$ cat src/design/sma_pkg.sv
// Shared types and constants for the stack machine arithmetic block.
// Used by the shared adder, the stack RAM wrapper and the top level.
package sma_pkg;

    // Field widths fixed by the interface
    localparam int OP_W     = 3;
    localparam int DATA_W   = 32;
    localparam int STATUS_W = 2;

    // Divider iteration count and its counter width
    localparam int DIV_STEPS = DATA_W;
    localparam int STEP_W    = $clog2(DIV_STEPS);

    // Opcodes; codes 6 and 7 act as nop
    typedef enum logic [OP_W-1:0] {
        OP_NOP  = 3'd0,
        OP_SWAP = 3'd1,
        OP_ADD  = 3'd2,
        OP_SUB  = 3'd3,
        OP_DIV  = 3'd4,
        OP_PUSH = 3'd5
    } t_op;

    // Result status codes
    typedef enum logic [STATUS_W-1:0] {
        ST_OK      = 2'd0,
        ST_SHORT   = 2'd1,
        ST_DIVZERO = 2'd2,
        ST_FULL    = 2'd3
    } t_status;

    // Request to the shared adder: a + b, or a - b when sub is set
    typedef struct packed {
        logic [DATA_W-1:0] a;
        logic [DATA_W-1:0] b;
        logic              sub;
    } t_alu_req;

endpackage

$ cat src/design/sma_alu.sv
// Shared 32-bit add/subtract unit with carry out.
// Serves add, sub, operand and quotient negation and every restoring-divide step.
// Depends on sma_pkg.
module sma_alu (
    input  sma_pkg::t_alu_req          i_req,
    output logic [sma_pkg::DATA_W:0]   o_sum
);
    import sma_pkg::*;

    // On subtract the carry out is set when a >= b (unsigned)
    assign o_sum = {1'b0, i_req.a}
                 + {1'b0, i_req.b ^ {DATA_W{i_req.sub}}}
                 + {{DATA_W{1'b0}}, i_req.sub};

endmodule

$ cat src/design/sma_stack_ram.sv
// Stack storage: one write port and one read port with registered read data.
// Depends on sma_pkg for the data width.
module sma_stack_ram #(
    parameter int DEPTH = 64,
    parameter int AW    = 6
) (
    input  logic                       i_clk,
    input  logic                       i_we,
    input  logic [AW-1:0]              i_waddr,
    input  logic [sma_pkg::DATA_W-1:0] i_wdata,
    input  logic                       i_re,
    input  logic [AW-1:0]              i_raddr,
    output logic [sma_pkg::DATA_W-1:0] o_rdata
);
    import sma_pkg::*;

    logic [DATA_W-1:0] r_mem [DEPTH];
    logic [DATA_W-1:0] r_rdata;

    // Write port
    always_ff @(posedge i_clk) begin
        if (i_we) begin
            r_mem[i_waddr] <= i_wdata;
        end
    end

    // Registered read port
    always_ff @(posedge i_clk) begin
        if (i_re) begin
            r_rdata <= r_mem[i_raddr];
        end
    end

    assign o_rdata = r_rdata;

endmodule

$ cat src/design/stack_machine_arith_ops_top.sv
// Stack machine arithmetic block: sequencer, stack count and top-of-stack cache.
// Instantiates sma_alu and sma_stack_ram; depends on sma_pkg.
//
//  Channel  Dir  Handshake                 Payload
//  s_axis   in   i_s_tvalid / o_s_tready   tuser: op; tdata: push_value
//  m_axis   out  o_m_tvalid / i_m_tready   tuser: status; tdata: top_value, stack_count
//
// Per item: nop, push and any error go straight to done; add and sub pass read and exec; swap also passes swap2;
// div passes read, exec, two negations, 32 restoring steps and a final negation in the shared adder.
// One item at a time; o_s_tready is high only while the sequencer is idle.
// A held result stalls the sequencer in its done state until the output register frees.
// Synchronous active-low reset clears the count; stack RAM contents are not cleared.
module stack_machine_arith_ops_top #(
    parameter int STACK_DEPTH = 64
) (
    input  logic i_clk,
    input  logic i_rst_n,
    // Input stream
    input  logic                                i_s_tvalid,
    output logic                                o_s_tready,
    input  logic [sma_pkg::DATA_W-1:0]          i_s_tdata,  // [31:0] push_value
    input  logic [sma_pkg::OP_W-1:0]            i_s_tuser,  // [2:0] op
    // Output stream
    output logic                                o_m_tvalid,
    input  logic                                i_m_tready,
    output logic [((sma_pkg::DATA_W + $clog2(STACK_DEPTH + 1) + 7) / 8) * 8 - 1:0]
                                                o_m_tdata,  // [31:0] top_value,
                                                            // then stack_count, zero fill
    output logic [sma_pkg::STATUS_W-1:0]        o_m_tuser   // [1:0] status
);
    import sma_pkg::*;

    localparam int CW    = $clog2(STACK_DEPTH + 1);
    localparam int AW    = $clog2(STACK_DEPTH);
    localparam int OUT_W = ((DATA_W + CW + 7) / 8) * 8;
    localparam logic [CW-1:0] DEPTH_C = CW'(STACK_DEPTH);
    localparam logic [CW-1:0] C_ONE   = CW'(1);
    localparam logic [CW-1:0] C_TWO   = CW'(2);
    localparam logic [STEP_W-1:0] LAST_STEP = STEP_W'(DIV_STEPS - 1);

    typedef enum logic [8:0] {
        S_IDLE  = 9'b000000001,
        S_READ  = 9'b000000010,
        S_EXEC  = 9'b000000100,
        S_SWAP2 = 9'b000001000,
        S_NEGA  = 9'b000010000,
        S_NEGB  = 9'b000100000,
        S_DIV   = 9'b001000000,
        S_NEGQ  = 9'b010000000,
        S_DONE  = 9'b100000000
    } t_state;

    t_state               r_state, n_state;
    logic [CW-1:0]        r_count, n_count;
    logic [DATA_W-1:0]    r_top, n_top;
    logic [DATA_W-1:0]    r_a, n_a;
    logic [DATA_W-1:0]    r_b, n_b;
    logic [DATA_W-1:0]    r_rem, n_rem;
    logic [STEP_W-1:0]    r_step, n_step;
    logic                 r_sign, n_sign;
    logic [OP_W-1:0]      r_op, n_op;
    logic [STATUS_W-1:0]  r_status, n_status;

    // Output register
    logic                 r_ov;
    logic [STATUS_W-1:0]  r_out_status;
    logic [DATA_W-1:0]    r_out_top;
    logic [CW-1:0]        r_out_count;
    logic                 out_load;

    // RAM and adder hookup
    logic                 we, re;
    logic [AW-1:0]        waddr, raddr;
    logic [DATA_W-1:0]    wdata, rd_data;
    t_alu_req             alu_req;
    logic [DATA_W:0]      alu_sum;

    logic [CW-1:0]        cm1, cm2;
    logic [DATA_W-1:0]    div_t;
    logic [DATA_W-1:0]    quot;

    assign cm1   = r_count - C_ONE;
    assign cm2   = r_count - C_TWO;
    assign div_t = {r_rem[DATA_W-2:0], r_a[DATA_W-1]};
    assign quot  = r_sign ? alu_sum[DATA_W-1:0] : r_a;

    sma_alu u_alu (
        .i_req (alu_req),
        .o_sum (alu_sum)
    );

    sma_stack_ram #(
        .DEPTH (STACK_DEPTH),
        .AW    (AW)
    ) u_ram (
        .i_clk   (i_clk),
        .i_we    (we),
        .i_waddr (waddr),
        .i_wdata (wdata),
        .i_re    (re),
        .i_raddr (raddr),
        .o_rdata (rd_data)
    );

    assign o_s_tready = (r_state == S_IDLE);
    assign out_load   = (r_state == S_DONE) && (!r_ov || i_m_tready);

    // Sequencer
    always_comb begin
        n_state  = r_state;
        n_count  = r_count;
        n_top    = r_top;
        n_a      = r_a;
        n_b      = r_b;
        n_rem    = r_rem;
        n_step   = r_step;
        n_sign   = r_sign;
        n_op     = r_op;
        n_status = r_status;
        we       = 1'b0;
        waddr    = cm2[AW-1:0];
        wdata    = r_b;
        re       = 1'b0;
        raddr    = cm2[AW-1:0];
        alu_req  = '{a: r_a, b: r_b, sub: 1'b0};

        case (r_state)
            S_IDLE: begin
                if (i_s_tvalid) begin
                    n_op     = i_s_tuser;
                    n_status = ST_OK;
                    n_state  = S_DONE;
                    if (i_s_tuser inside {OP_SWAP, OP_ADD, OP_SUB, OP_DIV}) begin
                        if (r_count < C_TWO) begin
                            n_status = ST_SHORT;
                        end else if (i_s_tuser == OP_DIV && r_top == '0) begin
                            n_status = ST_DIVZERO;
                        end else begin
                            // fetch the second entry; top lives in r_top
                            re      = 1'b1;
                            n_state = S_READ;
                        end
                    end else if (i_s_tuser == OP_PUSH) begin
                        if (r_count >= DEPTH_C) begin
                            n_status = ST_FULL;
                        end else begin
                            we      = 1'b1;
                            waddr   = r_count[AW-1:0];
                            wdata   = i_s_tdata;
                            n_top   = i_s_tdata;
                            n_count = r_count + C_ONE;
                        end
                    end
                end
            end
            S_READ: begin
                n_a     = rd_data;
                n_b     = r_top;
                n_state = S_EXEC;
            end
            S_EXEC: begin
                case (r_op)
                    OP_SWAP: begin
                        we      = 1'b1;
                        waddr   = cm1[AW-1:0];
                        wdata   = r_a;
                        n_top   = r_a;
                        n_state = S_SWAP2;
                    end
                    OP_ADD, OP_SUB: begin
                        alu_req = '{a: r_a, b: r_b, sub: (r_op == OP_SUB)};
                        we      = 1'b1;
                        wdata   = alu_sum[DATA_W-1:0];
                        n_top   = alu_sum[DATA_W-1:0];
                        n_count = cm1;
                        n_state = S_DONE;
                    end
                    OP_DIV: begin
                        n_sign  = r_a[DATA_W-1] ^ r_b[DATA_W-1];
                        n_state = S_NEGA;
                    end
                    default: begin
                        n_state = S_DONE;
                    end
                endcase
            end
            S_SWAP2: begin
                // old top goes one below
                we      = 1'b1;
                wdata   = r_b;
                n_state = S_DONE;
            end
            S_NEGA: begin
                // dividend magnitude
                alu_req = '{a: '0, b: r_a, sub: 1'b1};
                if (r_a[DATA_W-1]) begin
                    n_a = alu_sum[DATA_W-1:0];
                end
                n_state = S_NEGB;
            end
            S_NEGB: begin
                // divisor magnitude
                alu_req = '{a: '0, b: r_b, sub: 1'b1};
                if (r_b[DATA_W-1]) begin
                    n_b = alu_sum[DATA_W-1:0];
                end
                n_rem   = '0;
                n_step  = '0;
                n_state = S_DIV;
            end
            S_DIV: begin
                // one restoring step: quotient bits shift into r_a
                alu_req = '{a: div_t, b: r_b, sub: 1'b1};
                n_rem   = alu_sum[DATA_W] ? alu_sum[DATA_W-1:0] : div_t;
                n_a     = {r_a[DATA_W-2:0], alu_sum[DATA_W]};
                n_step  = r_step + STEP_W'(1);
                if (r_step == LAST_STEP) begin
                    n_state = S_NEGQ;
                end
            end
            S_NEGQ: begin
                // apply quotient sign and write back
                alu_req = '{a: '0, b: r_a, sub: 1'b1};
                we      = 1'b1;
                wdata   = quot;
                n_top   = quot;
                n_count = cm1;
                n_state = S_DONE;
            end
            S_DONE: begin
                if (!r_ov || i_m_tready) begin
                    n_state = S_IDLE;
                end
            end
            default: begin
                n_state = S_IDLE;
            end
        endcase
    end

    // Control state
    always_ff @(posedge i_clk) begin
        if (!i_rst_n) begin
            r_state <= S_IDLE;
            r_count <= '0;
            r_ov    <= 1'b0;
        end else begin
            r_state <= n_state;
            r_count <= n_count;
            if (out_load) begin
                r_ov <= 1'b1;
            end else if (i_m_tready) begin
                r_ov <= 1'b0;
            end
        end
    end

    // Datapath registers
    always_ff @(posedge i_clk) begin
        r_top    <= n_top;
        r_a      <= n_a;
        r_b      <= n_b;
        r_rem    <= n_rem;
        r_step   <= n_step;
        r_sign   <= n_sign;
        r_op     <= n_op;
        r_status <= n_status;
        if (out_load) begin
            r_out_status <= r_status;
            r_out_top    <= (r_count != '0) ? r_top : '0;
            r_out_count  <= r_count;
        end
    end

    // Output transfer
    assign o_m_tvalid = r_ov;
    assign o_m_tuser  = r_out_status;
    assign o_m_tdata  = OUT_W'({r_out_count, r_out_top});

endmodule

$ cat config.mk
export PLATFORM = sky130hd
export DESIGN_NAME = stack_machine_arith_ops_top
export DESIGN_NICKNAME = d
export VERILOG_FILES = /design/src/design/sma_pkg.sv /design/src/design/sma_alu.sv /design/src/design/sma_stack_ram.sv /design/src/design/stack_machine_arith_ops_top.sv
export SDC_FILE = /design/constraint.sdc
export NUM_CORES = 2
export LEC_CHECK = 0
export ABC_AREA = 1
export BUFFER_PORTS_ARGS = -buffer_cell sky130_fd_sc_hd__buf_2
export CORE_UTILIZATION = 41
export CTS_CLUSTER_DIAMETER = 150
export DETAILED_ROUTE_END_ITERATION = 16
export PLACE_DENSITY_LB_ADDON = 0.05
export SLEW_MARGIN = 20
export SYNTH_ARGS = -nofsm -noshare
export SYNTH_HDL_FRONTEND = slang
export SYNTH_SLANG_ARGS = --single-unit
$ cat constraint.sdc
create_clock -name i_clk -period 11.9 [get_ports i_clk]
set_clock_uncertainty 0.15 [all_clocks]
set_input_delay 1.19 -clock i_clk [delete_from_list [all_inputs] [get_ports i_clk]]
set_output_delay 1.19 -clock i_clk [all_outputs]
set_load 0.01 [all_outputs]
## Word level (Yosys, flattened, before mapping)

Memory sizes are Yosys's and may differ from the RTL's. A register that Yosys moved wholly into a read port is not among the register bits.
Index checks and enable logic that the tools add are counted.

- $add $sub $neg: 6
- Magnitude comparators: 2
- Equal/unequal tests: 29
- Muxes and demuxes: 62
- Bitwise operators: 2
- Reduce and logical (&&, ||, !) cells: 23

Operator list:

| cell | count |
|---|---|
| 32-bit 2-to-1 mux | 11 |
| 32-bit case mux with 3 select lines | 3 |
| 65-bit case mux with 4 select lines | 1 |
| 32-bit case mux with 2 select lines | 3 |
| 9-bit case mux with 8 select lines | 1 |
| 31-bit case mux with 2 select lines | 1 |
| 9-bit 2-to-1 mux | 6 |
| 7-bit 2-to-1 mux | 5 |
| 32-bit by 32-bit adder with 33-bit output | 1 |
| 33-bit by 1-bit adder with 33-bit output | 1 |
| 32-bit logical NOT | 1 |
| 32-bit XOR | 1 |
| 31-bit 2-to-1 mux | 1 |
| 6-bit 2-to-1 mux | 5 |
| 7-bit case mux with 3 select lines | 1 |
| 9-bit case mux with 2 select lines | 1 |
| 1-bit 2-to-1 mux | 15 |
| 3-bit by 2-bit == test with 1-bit output, second input constant | 4 |
| 2-bit != test, second input constant | 6 |
| 6-bit case mux with 2 select lines | 1 |
| 6-bit AND reduction | 2 |
| 2-bit 2-to-1 mux | 5 |
| 5-bit case mux with 2 select lines | 1 |
| 3-bit == test, second input constant | 3 |
| other kinds (32) | 44 |

- Bits in registers: 196
- Bits in writable memories: 2,048
- Input bits: 39
- Output and inout port bits: 44
- Logic and storage cells: 141
- Memories kept: 1

Memories:

| memory | words | bits a word | rd ports | clocked after Yosys merged registers in | wr ports | RTL line | text |
|---|---|---|---|---|---|---|---|
| u_ram.r_mem | 64 | 32 | 1 | 1 | 1 | sma_stack_ram.sv:17 | `logic [DATA_W-1:0] r_mem [DEPTH];` |

## Depth between registers and ports, before layout

- Depth after elaboration: 9
- Mapped depth: 27
- Mapped depth without buffers: 27

## Modules after synthesis

Synthesis repeated with hierarchy kept, for this count alone.

- Cells, all modules: 8,579
- Area total of the unflattened synthesis: 97,105.6 µm²

Modules (own cells, without submodules):

| module | instances | cells an instance | area an instance (µm²) | sequential area each (µm²) |
|---|---|---|---|---|
| sma_stack_ram | 1 | 6,769 | 83,059.7 | 62,459.9 |
| stack_machine_arith_ops_top | 1 | 1,326 | 11,418.5 | 5,715.5 |
| sma_alu | 1 | 484 | 2,627.5 | 0.0 |

## Least setup slack after synthesis

OpenSTA, ideal clock, no wires.

- Kind: in2reg
- From: in i_s_tuser[0] in the netlist's numbering
- To: mem u_ram.r_mem[0][1], data pin
- Setup time: 0.702 ns
- Arrival: 5.349 ns
- Required time: 11.048 ns
- Setup slack: 5.699 ns
- Cell stages on the path: 9
- Path buffers: 0
- Path through: nand2_1 nor2_1 nand3_1 inv_1 nor2_4 inv_2 nand2_1 a21oi_1 o21ai_0

- Cells in the longest elaborated chain, start to end: 5
- Elaborated cells on any way between the ends: 10
- Those cells by class: eq/ne (5); mux (4); reduce/logical (1)

RTL lines:

| element | RTL line | text |
|---|---|---|
| from (decl) | stack_machine_arith_ops_top.sv:22 | `input logic [sma_pkg::OP_W-1:0] i_s_tuser,` |
| 3-bit by 1-bit == test with 1-bit output (tied with other cells) | stack_machine_arith_ops_top.sv:133 | `if (i_s_tuser inside {OP_SWAP, OP_ADD, OP_SUB, OP_DIV}) begin` |
| 4-bit nonzero test or 32-bit 2-to-1 mux (tied branches) | stack_machine_arith_ops_top.sv:133, stack_machine_arith_ops_top.sv:143 |  |
| 32-bit 2-to-1 mux (*) | stack_machine_arith_ops_top.sv:133 |  |
| 32-bit 2-to-1 mux (*) | stack_machine_arith_ops_top.sv:129 | `if (i_s_tvalid) begin` |
| 32-bit case mux with 3 select lines (*) | stack_machine_arith_ops_top.sv:127 | `case (r_state)` |
| named net u_ram.i_wdata (one bit) | sma_stack_ram.sv:10 | `input logic [sma_pkg::DATA_W-1:0] i_wdata,` |
| to (decl) | sma_stack_ram.sv:17 |  |

Mark *: on every way through the listed nets, which the timed path passes. The rest lies on a longest branch.

## Worst setup path in the final report

- From: reg r_state[0]
- To: mem u_ram.r_mem[34][10], data pin

- Cells in the longest elaborated chain, start to end: 8
- Elaborated cells on any way between the ends: 14
- Those cells by class: add/sub (2); eq/ne (6); mux (4); bitwise (1); reduce/logical (1)

RTL lines:

| element | RTL line | text |
|---|---|---|
| from (decl) | stack_machine_arith_ops_top.sv:53 | `t_state r_state, n_state;` |
| from (signal assigned) | stack_machine_arith_ops_top.sv:248 | `r_state <= n_state;` |
| 9-bit by 5-bit == test with 1-bit output or 9-bit by 8-bit == test with 1-bit output (tied branches) | stack_machine_arith_ops_top.sv:127 |  |
| 2-bit OR reduction (no source line) | - |  |
| 65-bit case mux with 4 select lines | stack_machine_arith_ops_top.sv:127 |  |
| 32-bit XOR | sma_alu.sv:12 | `+ {1'b0, i_req.b ^ {DATA_W{i_req.sub}}}` |
| 32-bit by 32-bit adder with 33-bit output | sma_alu.sv:12 |  |
| 33-bit by 1-bit adder with 33-bit output | sma_alu.sv:13 | `+ {{DATA_W{1'b0}}, i_req.sub};` |
| 32-bit case mux with 2 select lines or 32-bit 2-to-1 mux (tied branches) | stack_machine_arith_ops_top.sv:162, stack_machine_arith_ops_top.sv:85 |  |
| 32-bit case mux with 3 select lines (*) | stack_machine_arith_ops_top.sv:127 |  |
| named net u_ram.i_wdata (one bit) | sma_stack_ram.sv:10 |  |

Marked as above.

==> metrics.md <==
| Metric | Value |
|---|---|
| HP Class | flop to flop |
| Synth cell count leaders | edfxtp_1 (2259), nor2_1 (1596), o21ai_0 (1386) |
| Routed Wire Length | roughly 330000 um |
| Finished Layout Cells | about 11000 |
| Crit end category | flop |
| Die area | about 0.23 mm^2 |
| Top-count cell post-synth | edfxtp_1 |
| Final Core Density | approximately 47% |
| Fin crit period | a little under 7000 ps |
| Core ar. | roughly 0.23 mm^2 |
| Unrepaired setup endpoints after global routing | no |
| Post-synth ARST share | 0% |
| Port Buf Inserts | between 80 and 90 |
| Via count | about 65000 |
| Total Routing Usage GR | between 20% and 30% |
| Cell row count | approximately 180 |
| Total Power | between 20 and 30 mW |
| Area grow syn2layout | 13.0% |
| Clock sinks | about 2300 |
| Seq/Total Area, Yosys | between 70% and 80% |
| Synth warn | 0 |
| CTS Buf Count | about 240 |
| Clock transition at the registers of the reported paths | approximately 60 ps |
| Leakage | around 35 nW |
| Antenna Nets Post-Route | 0 |
| Top cell family by delay on the critical path | buffers and inverters |
| Synth unique cells | just under 60 |
| Element type at the critical path start | flop |
| Fin crit share | between 50% and 60% |
| Antenna violations before repair | 17 |
| Fillers | 20800 |
| Die Y | 482 um |
| Post-Syn Instances | 7790 |
| Worst Tran Pin Value | between 1000 and 1500 ps |
| Crit path max fanout | 64 |
| Layout cells sized above 1 | 9.97% |
| Initial Util | 41.2% |
| Clock buffer depth | 3 |
| Worst R2R Path Depth | 21 |
| WHS Endpoint | o_m_tuser[1] |
| R2R setup slack | 5050 ps |
| Number of global-route vias before repair | 61300 |
| Wire length per cell after detailed routing | around 30 um |
| Final setup fails | 0 |
| CP arrival | 7000 ps |
| Vias/cell | 5.92 |
| Power density over the cells | between 200 and 300 mW/mm^2 |
| Critical-path cell list | nor2_2 -> nand2_2 -> inv_2 -> nand3_4 -> nand2_2 -> buf_4 -> nor2_1 -> inv_1 -> o22ai_1 -> fa_1 -> a31oi_1 -> inv_1 -> a21oi_1 -> o21ai_0 -> xnor2_1 -> buf_4 -> nand2_1 -> o211ai_1 -> nand3_1 -> o21ai_0 -> clkinv_2 |
| Cell accounting for the most synthesized area | edfxtp_1 |
| Highest achievable clock rate | around 0.15 GHz |
| Critical path class | flop to flop |
| Final WS setup | approximately 5000 ps |
| Mean post-synth cell area | around 12 um^2 |
| Reg2reg start | r_state[0] |
| Gr ovfl total | 0 |
| Reg-to-Reg End | u_ram.r_mem[34][10] |
| Slowest Stage Delay on Critical Path | between 800 and 900 ps |
| CTS tree | done |
| CTS Hold Bufs | 0 |
| Hold Slack | 275 ps |
| DP Wirelength | between 150000 and 200000 um |
| Final #Nets | ~7900 |
| First-pass GRT wire length | between 400000 and 500000 um |
| Place WS | 5100 ps |
| I/O pins | 83 |
| Synth top area cells | edfxtp_1 (72%), o21ai_0 (7.3%), nor2_1 (6.3%) |
| Yosys reg bits | about 2300 |
| RePlAce Congestion | around 0.95 |
| Post-synth EDFFs | between 2000 and 2500 |
| DP Area | a little under 0.1 mm^2 |
| Clock insertion delay at the later pin of the skew report | ~900 ps |
| Hold_sp | r_status[1] |
| PostCTS Resize Cnt | 0 |
| Crit path buffers/inverters | 6 |
| Top-area cell type share of the netlist area | 71.7% |
| WP data required | 12050 ps |
| Worst hold path depth | 0 |
| Top_reg_cell synth | edfxtp_1 |
| Hold Vio Cnt, Final | 0 |
| Mapped Nets | 7869 |
| Post-CTS Setup Repair Bufs | 0 |
| Relative slew slack | 17.0% |
| Max cap viols | 0 |
| Cell Count Post-Placement | 10600 |
| H-tree depth | 4 |
| Synthesized area | around 0.095 mm^2 |
| Pins Over Slew Limit | 0 |
| Root Buffer | clkbuf_16 |
| Status | finished, final reports clean |
| Post-route DRC | 0 |
| Largest net degree at the start of global routing | 162 |
| Peak supply drop | about 0.00027 V |
| Final TNS setup | 0 ps |
| Die Width | between 400 and 500 um |
| DR pass1 iterations | 6 |
| Crit path max-delay cell type | inv_1 |
| Drt first-iter violations | 7647 |
| Fin area | ~0.11 mm^2 |
worst max-delay path by stage:
stage | startpoint | endpoint | cells after the start
after floorplan | i_s_tuser[0] | u_ram.r_mem[0][1] | 9
after global placement | r_state[0] | u_ram.r_mem[21][27] | 23
after detailed placement | r_state[0] | u_ram.r_mem[21][27] | 25
after CTS | r_state[0] | u_ram.r_mem[18][27] | 25
after global routing | r_state[0] | u_ram.r_mem[34][10] | 21
final | r_state[0] | u_ram.r_mem[34][10] | 21
worst register-to-register path: stages (launching register included):
cell      delay (ps)
dfxtp_1          350
nor2_2           160
nand2_2          100
inv_2            100
nand3_4          280
nand2_2          140
buf_4            490
nor2_1           160
inv_1            810
o22ai_1          250
fa_1             470
a31oi_1          370
inv_1            110
a21oi_1          390
o21ai_0          250
xnor2_1          230
buf_4            210
nand2_1           70
o211ai_1         120
nand3_1           90
o21ai_0          130
clkinv_2         730
registers in the layout, summed over array words and instances (netlist names):
name and flops:
o_m_tuser 2, o_m_tvalid 1, r_a 32, r_b 32
r_count 7, r_op 3, r_out_count 7, r_out_top 32
r_rem 31, r_sign 1, r_state 9, r_status 2
r_step 5, r_top 32, u_ram.o_rdata 32, u_ram.r_mem 2048
where the power goes:
part,switching [mW],leakage (nW),total (mW),internal [mW]
logic,8.23,11.2,10.2,2.00
registers,0.107,20.5,11.0,10.9
clock network,3.21,3.62,7.21,4.01
routing by layer:
layer / vias up / track usage (%) / wire (um)
met4: 2 / 8.90 / 10800
met1: 33300 / 39.8 / 144000
met5: - / 0 / 11
li1: 28800 / - / -
met3: 495 / 3.80 / 22900
met2: 2685 / 44.4 / 153000
logic make-up after synthesis:
logic type	share of synthesized area, %
flops	72.0
fa+ha+maj	0.537
other cells	0.00396
mux	0.0119
simple gates	9.01
compound gates	14.5
xor+xnor	0.558
buf+inv	3.33
final cells by class:
class / instances / area, um^2 / share of cell area [%]
antenna: 4 / 10.0 / 0.00936
clock buffer: 309 / 6290 / 5.89
clock inverter: 135 / 1180 / 1.11
inverter: 290 / 1120 / 1.05
multi-input combinational: 4693 / 24200 / 22.6
sequential: 2276 / 68200 / 63.8
tap: 3026 / 3790 / 3.54
timing repair buffer: 293 / 2150 / 2.01
placed cells by master, fill, tap and decap left out, types with 7 or more instances in the layout:
cell type / Yosys / final
nor2_2: 9 / 9
clkinv_16: 0 / 7
clkbuf_16: 0 / 239
o2111ai_1: 27 / 21
nand4_1: 18 / 18
nor2_1: 1596 / 1529
o21ai_1: 18 / 18
buf_4: 3 / 200
inv_2: 30 / 41
a22oi_1: 9 / 9
a21o_1: 10 / 10
inv_1: 254 / 237
clkbuf_1: 442 / 65
o21ai_0: 1386 / 1385
xor2_1: 16 / 14
buf_12: 0 / 12
o32ai_1: 56 / 52
a22o_1: 8 / 8
a21oi_1: 114 / 112
a221oi_1: 27 / 27
nand3_1: 92 / 90
o221ai_1: 40 / 40
nand3_2: 5 / 7
o22ai_1: 637 / 636
nand2_2: 11 / 11
ha_1: 39 / 38
clkinv_2: 0 / 37
nor2_4: 1 / 68
buf_2: 50 / 81
edfxtp_1: 2259 / 2259
nor3_1: 20 / 20
dfxtp_1: 17 / 15
xnor2_1: 35 / 35
nand2_1: 418 / 418
o211ai_1: 27 / 27
bufinv_16: 0 / 13
clkinv_1: 6 / 69
Note: power is estimated with default switching activity, not from simulation.
